**src/sv/hsvrgb_pkg.sv**
```systemverilog
package hsvrgb_pkg;

    // One HSV color on the input channel
    typedef struct packed {
        logic [15:0] hue;
        logic [15:0] saturation;
        logic [15:0] brightness;
    } hsv_in_t;

    // One RGB color on the result channel
    typedef struct packed {
        logic       accepted;
        logic [7:0] red;
        logic [7:0] green;
        logic [7:0] blue;
    } rgb_out_t;

    // Stage enables for the channel scaler
    typedef struct packed {
        logic mul_en;
        logic sum_en;
        logic div_en;
    } hsvrgb_en_t;

    // Rounded channel before the final divide by 15 stays below 3840
    localparam int SCALED_W    = 12;
    // floor(m / 15) == (m * 8739) >> 17 for every m below 3840
    localparam int DIV15_MUL   = 8739;
    localparam int DIV15_SHIFT = 17;
    localparam int DIV15_W     = 14;

endpackage

```
**src/sv/hsvrgb_scale.sv**
```systemverilog
module hsvrgb_scale
    import hsvrgb_pkg::*;
#(
    parameter int HUE_FRACTION_BITS   = 6,
    parameter int LEVEL_FRACTION_BITS = 15
) (
    input  logic                                             aclk,
    input  hsvrgb_en_t                                       en,
    input  logic [LEVEL_FRACTION_BITS:0]                     level,
    input  logic [LEVEL_FRACTION_BITS+HUE_FRACTION_BITS+5:0] amount,
    output logic [7:0]                                       channel
);

    localparam int AW = LEVEL_FRACTION_BITS + HUE_FRACTION_BITS + 6;
    localparam int VW = LEVEL_FRACTION_BITS + 1;
    localparam int XW = AW + VW;
    localparam int K  = 2 * LEVEL_FRACTION_BITS + HUE_FRACTION_BITS;
    localparam int YW = XW + 9;
    localparam int QW = SCALED_W + DIV15_W;

    logic [XW-1:0]       prod_reg;
    logic [XW-1:0]       prod_next;
    logic [YW-1:0]       times510;
    logic [15:0]         rounded;
    logic [SCALED_W-1:0] scaled_reg;
    logic [SCALED_W-1:0] scaled_next;
    logic [QW-1:0]       quot;
    logic [7:0]          channel_reg;
    logic [7:0]          channel_next;

    // Multiply brightness by the channel amount
    assign prod_next = XW'(level) * XW'(amount);

    // Times 510, drop the exact fraction bits, add the half and divide by 8
    always_comb begin
        times510    = (YW'(prod_reg) << 9) - (YW'(prod_reg) << 1);
        rounded     = 16'(times510 >> K) + 16'd60;
        scaled_next = SCALED_W'(rounded >> 3);
    end

    // Finish the divide by 15 with a reciprocal multiply
    always_comb begin
        quot         = QW'(scaled_reg) * QW'(DIV15_MUL);
        channel_next = 8'(quot >> DIV15_SHIFT);
    end

    always_ff @(posedge aclk) begin
        if (en.mul_en) begin
            prod_reg <= prod_next;
        end
        if (en.sum_en) begin
            scaled_reg <= scaled_next;
        end
        if (en.div_en) begin
            channel_reg <= channel_next;
        end
    end

    assign channel = channel_reg;

endmodule

```
**config.mk**
```make
export PLATFORM = sky130hd
export DESIGN_NAME = hsvrgb_scale
export DESIGN_NICKNAME = d
export VERILOG_FILES = /design/src/sv/hsvrgb_pkg.sv /design/src/sv/hsvrgb_scale.sv
export SDC_FILE = /design/constraint.sdc
export NUM_CORES = 1
export LEC_CHECK = 0
export BUFFER_PORTS_ARGS = -buffer_cell sky130_fd_sc_hd__buf_2
export CAP_MARGIN = 10
export CORE_UTILIZATION = 58
export DETAILED_ROUTE_END_ITERATION = 6
export PLACE_DENSITY_LB_ADDON = 0.2
export SKIP_CTS_REPAIR_TIMING = 1
export SLEW_MARGIN = 25
export SYNTH_ARGS = -nofsm -noshare
export SYNTH_HDL_FRONTEND = slang
export SYNTH_SLANG_ARGS = --single-unit
```
**constraint.sdc**
```tcl
create_clock -name aclk -period 8.25 [get_ports aclk]
set_input_delay 1.65 -clock aclk [delete_from_list [all_inputs] [get_ports aclk]]
set_output_delay 1.65 -clock aclk [all_outputs]
set_load 0.01 [all_outputs]
```
==> impl_metrics.py <==
metrics = {
    "final_layout": {
        "largest_reg_flops": 43,
        "regArea_um2": 1890,
        "final_cell_mix": "inv_1, fa_1, nand2_1, ha_1, and2_1",
        "drive_above_1_share": 0.0526,
        "area_delta_synth_final_pct": 4.68,
        "diodes": 0,
        "num-fill-cells": 2748,
        "multi_input_area_um2": 15000,
        "nets": 2710,
        "final_common_cell": "inv_1",
        "stdcell_count": 2526,
    },
    "global_routing": {
        "grt_pass1_wl_mm": 71.8,
        "grt_pass1_vias": 14800,
        "grt_max_degree": 44,
        "track_usage": 0.269,
        "antenna_found_initial": 0,
        "grt_overflow": 0,
    },
    "job": {
        "cap_violations": 0,
    },
    "timing": {
        "rsz0062_at_grt": "no",
        "clock_skew_ps": 6.30,
        "slew_violations": 0,
        "setup_viol": 0,
        "max_freq_mhz": 129,
        "hold_violations": 0,
        "min_period_ps": 7780,
        "maxSlewHeadroom": 0.375,
        "setup_tns_ps": 0,
        "worst_pin_slew_ps": 938,
        "fin_crit_sh": 0.943,
    },
    "logic_synthesis": {
        "ys.flop_type": "edfxtp_1",
        "synth_edf_count": 63,
        "synth.area.top_cells": "fa_1, ha_1, edfxtp_1",
        "ys_seq_area_frac": 0.0995,
        "ys_types": 76,
        "synth_area_um2": 19000,
        "syn-mean-instance-area_um2": 9.15,
        "synth-async-reset-ratio": 0,
        "yosysTopAreaCellShare": 0.386,
        "yosysWarningCount": 0,
        "syn-num-nets": 2701,
        "synth_cells": 2078,
        "yosys.area.top_type": "fa_1",
        "synth-seq-cells": 63,
    },
    "placement": {
        "io_buffers": 54,
        "routabilityCongestion": 0.892,
        "dp_cells": 2511,
        "dp_hpwl_mm": 35.5,
    },
    "die": {
        "start_util": 0.596,
        "io_pins": 55,
        "die_area_um2": 33500,
        "fp-row-count": 65,
        "design.core.area_um2": 31900,
        "die_width_um": 183,
        "die_h_um": 183,
    },
    "worst_setup_path": {
        "rr_startpoint": "scaled_reg[10]",
        "worst_ep_arrival_time_ps": 7850,
        "cp_slowest_cell": "fa_1",
        "r2r_cells": 14,
        "cpMostUsedCell": "fa_1",
        "crit_start": "level[2]",
        "crit_fanout": 27,
        "worst_setup_path_start_kind": "primary input",
        "cp.depth": 21,
        "end_kind": "flop",
        "endpoint": "prod_reg[40]",
        "worstSetupPathType": "primary input to flop",
        "max_stage_delay_ps": 540,
        "critical_path_required_ps": 8320,
        "critical_path_buf_inv_count": 4,
        "worst_r2r_endpoint": "channel[7]",
        "cp_cell_sequence": "buf_2, nand2_1, fa_1, fa_1, fa_1, inv_1, fa_1, fa_1, inv_1, fa_1, inv_1, ha_1, and3_1, nand2_1, a311oi_1, o311ai_1, o21ai_1, a31oi_2, nor2_1, a41oi_2, xnor2_1",
        "cp_top_family": "adder cells",
        "ff2ff_setup_slack_ps": 3700,
    },
    "clocking": {
        "cts.clk_slew.worst_paths_ps": 50,
        "cts_tree": "built",
        "clk_path_buf_depth": 2,
        "root_buffer": "clkbuf_16",
        "htree_levels": 3,
        "clock_latency_ps": 330,
        "numCtsBuffers": 9,
        "clock-sinks": 63,
    },
    "detailed_routing": {
        "avgRoutedWirePerCell_um": 16.5,
        "drt_iter0_drc": 813,
        "routed_via_density": 5.44,
        "totalWireLength_mm": 41.7,
        "vias": 13700,
        "post-route-drc-count": 0,
        "antenna_left": 0,
        "dr.pass1.iters": 5,
    },
    "worst_hold_path": {
        "worstHoldPathType": "flop to flop",
    },
    "outcome": {
        "status": "complete, no violations",
    },
}
[cell type report]
cell class                      instances  share of cell area
Multi-Input combinational cell       1455               0.753
Sequential cell                        63              0.0951
Inverter                              489              0.0923
Tap cell                              435              0.0274
Timing Repair Buffer                   69              0.0192
Clock buffer                            9              0.0113
Clock inverter                          6             0.00145
[synth_stat cells (11+ instances only)]
cell type and n:
inv_1 489, fa_1 366, nand2_1 283, ha_1 210, and2_1 201, clkbuf_1 68
edfxtp_1 63, a21oi_1 62, xnor2_1 45, nor2_1 31, o21ai_0 30, a21o_1 28
xor2_1 18, nand3_1 14, nand4_1 14, a31oi_1 12, o21ai_1 11
[per-layer routing]
layer	track usage	vias up	part of all wire
li1	-	6388	-
met1	0.368	6932	0.45
met2	0.463	360	0.49
met3	0.0304	56	0.047
met4	0.0563	0	0.015
met5	0	-	0
[tightest hold or removal path: stages (launching register included)]
cell      delay (ps)
edfxtp_1         320
inv_1             70
xnor2_1          200
[stage by stage]
stage          hold slack, ps  instance area [um^2]   util  worst slack [ps]
6_report                  706                 19900  0.624               470
5_1_grt                   724                 19900  0.624               146
4_1_cts                   695                 19900  0.624               458
3_5_place_dp              685                 19600  0.616               167
3_3_place_gp              665                 19600  0.616               343
2_1_floorplan             583                 19000      -               621
[cell families after synthesis]
family                   Yosys count  synth area share
XOR/XNOR                          64            0.0299
buffers and inverters            560             0.112
AO/OA/AOI/OAI                    212            0.0749
AND/OR/NAND/NOR                  599             0.158
multiplexers                       4           0.00211
flip-flops                        63            0.0995
adder cells (fa/ha/maj)          576             0.524
[worst min-delay path by stage]
stage	startpoint	end	slack [ps]	cells past startpoint
after floorplan	prod_reg[41]	scaled_reg[11]	580	2
after global placement	prod_reg[41]	scaled_reg[11]	660	2
after detailed placement	prod_reg[41]	scaled_reg[11]	690	2
after CTS	prod_reg[41]	scaled_reg[11]	690	2
after global routing	prod_reg[41]	scaled_reg[11]	720	2
final	prod_reg[41]	scaled_reg[11]	710	2
Power is not shown: default switching activity piles up to over one toggle a cycle in this logic, so the estimate is an artifact.
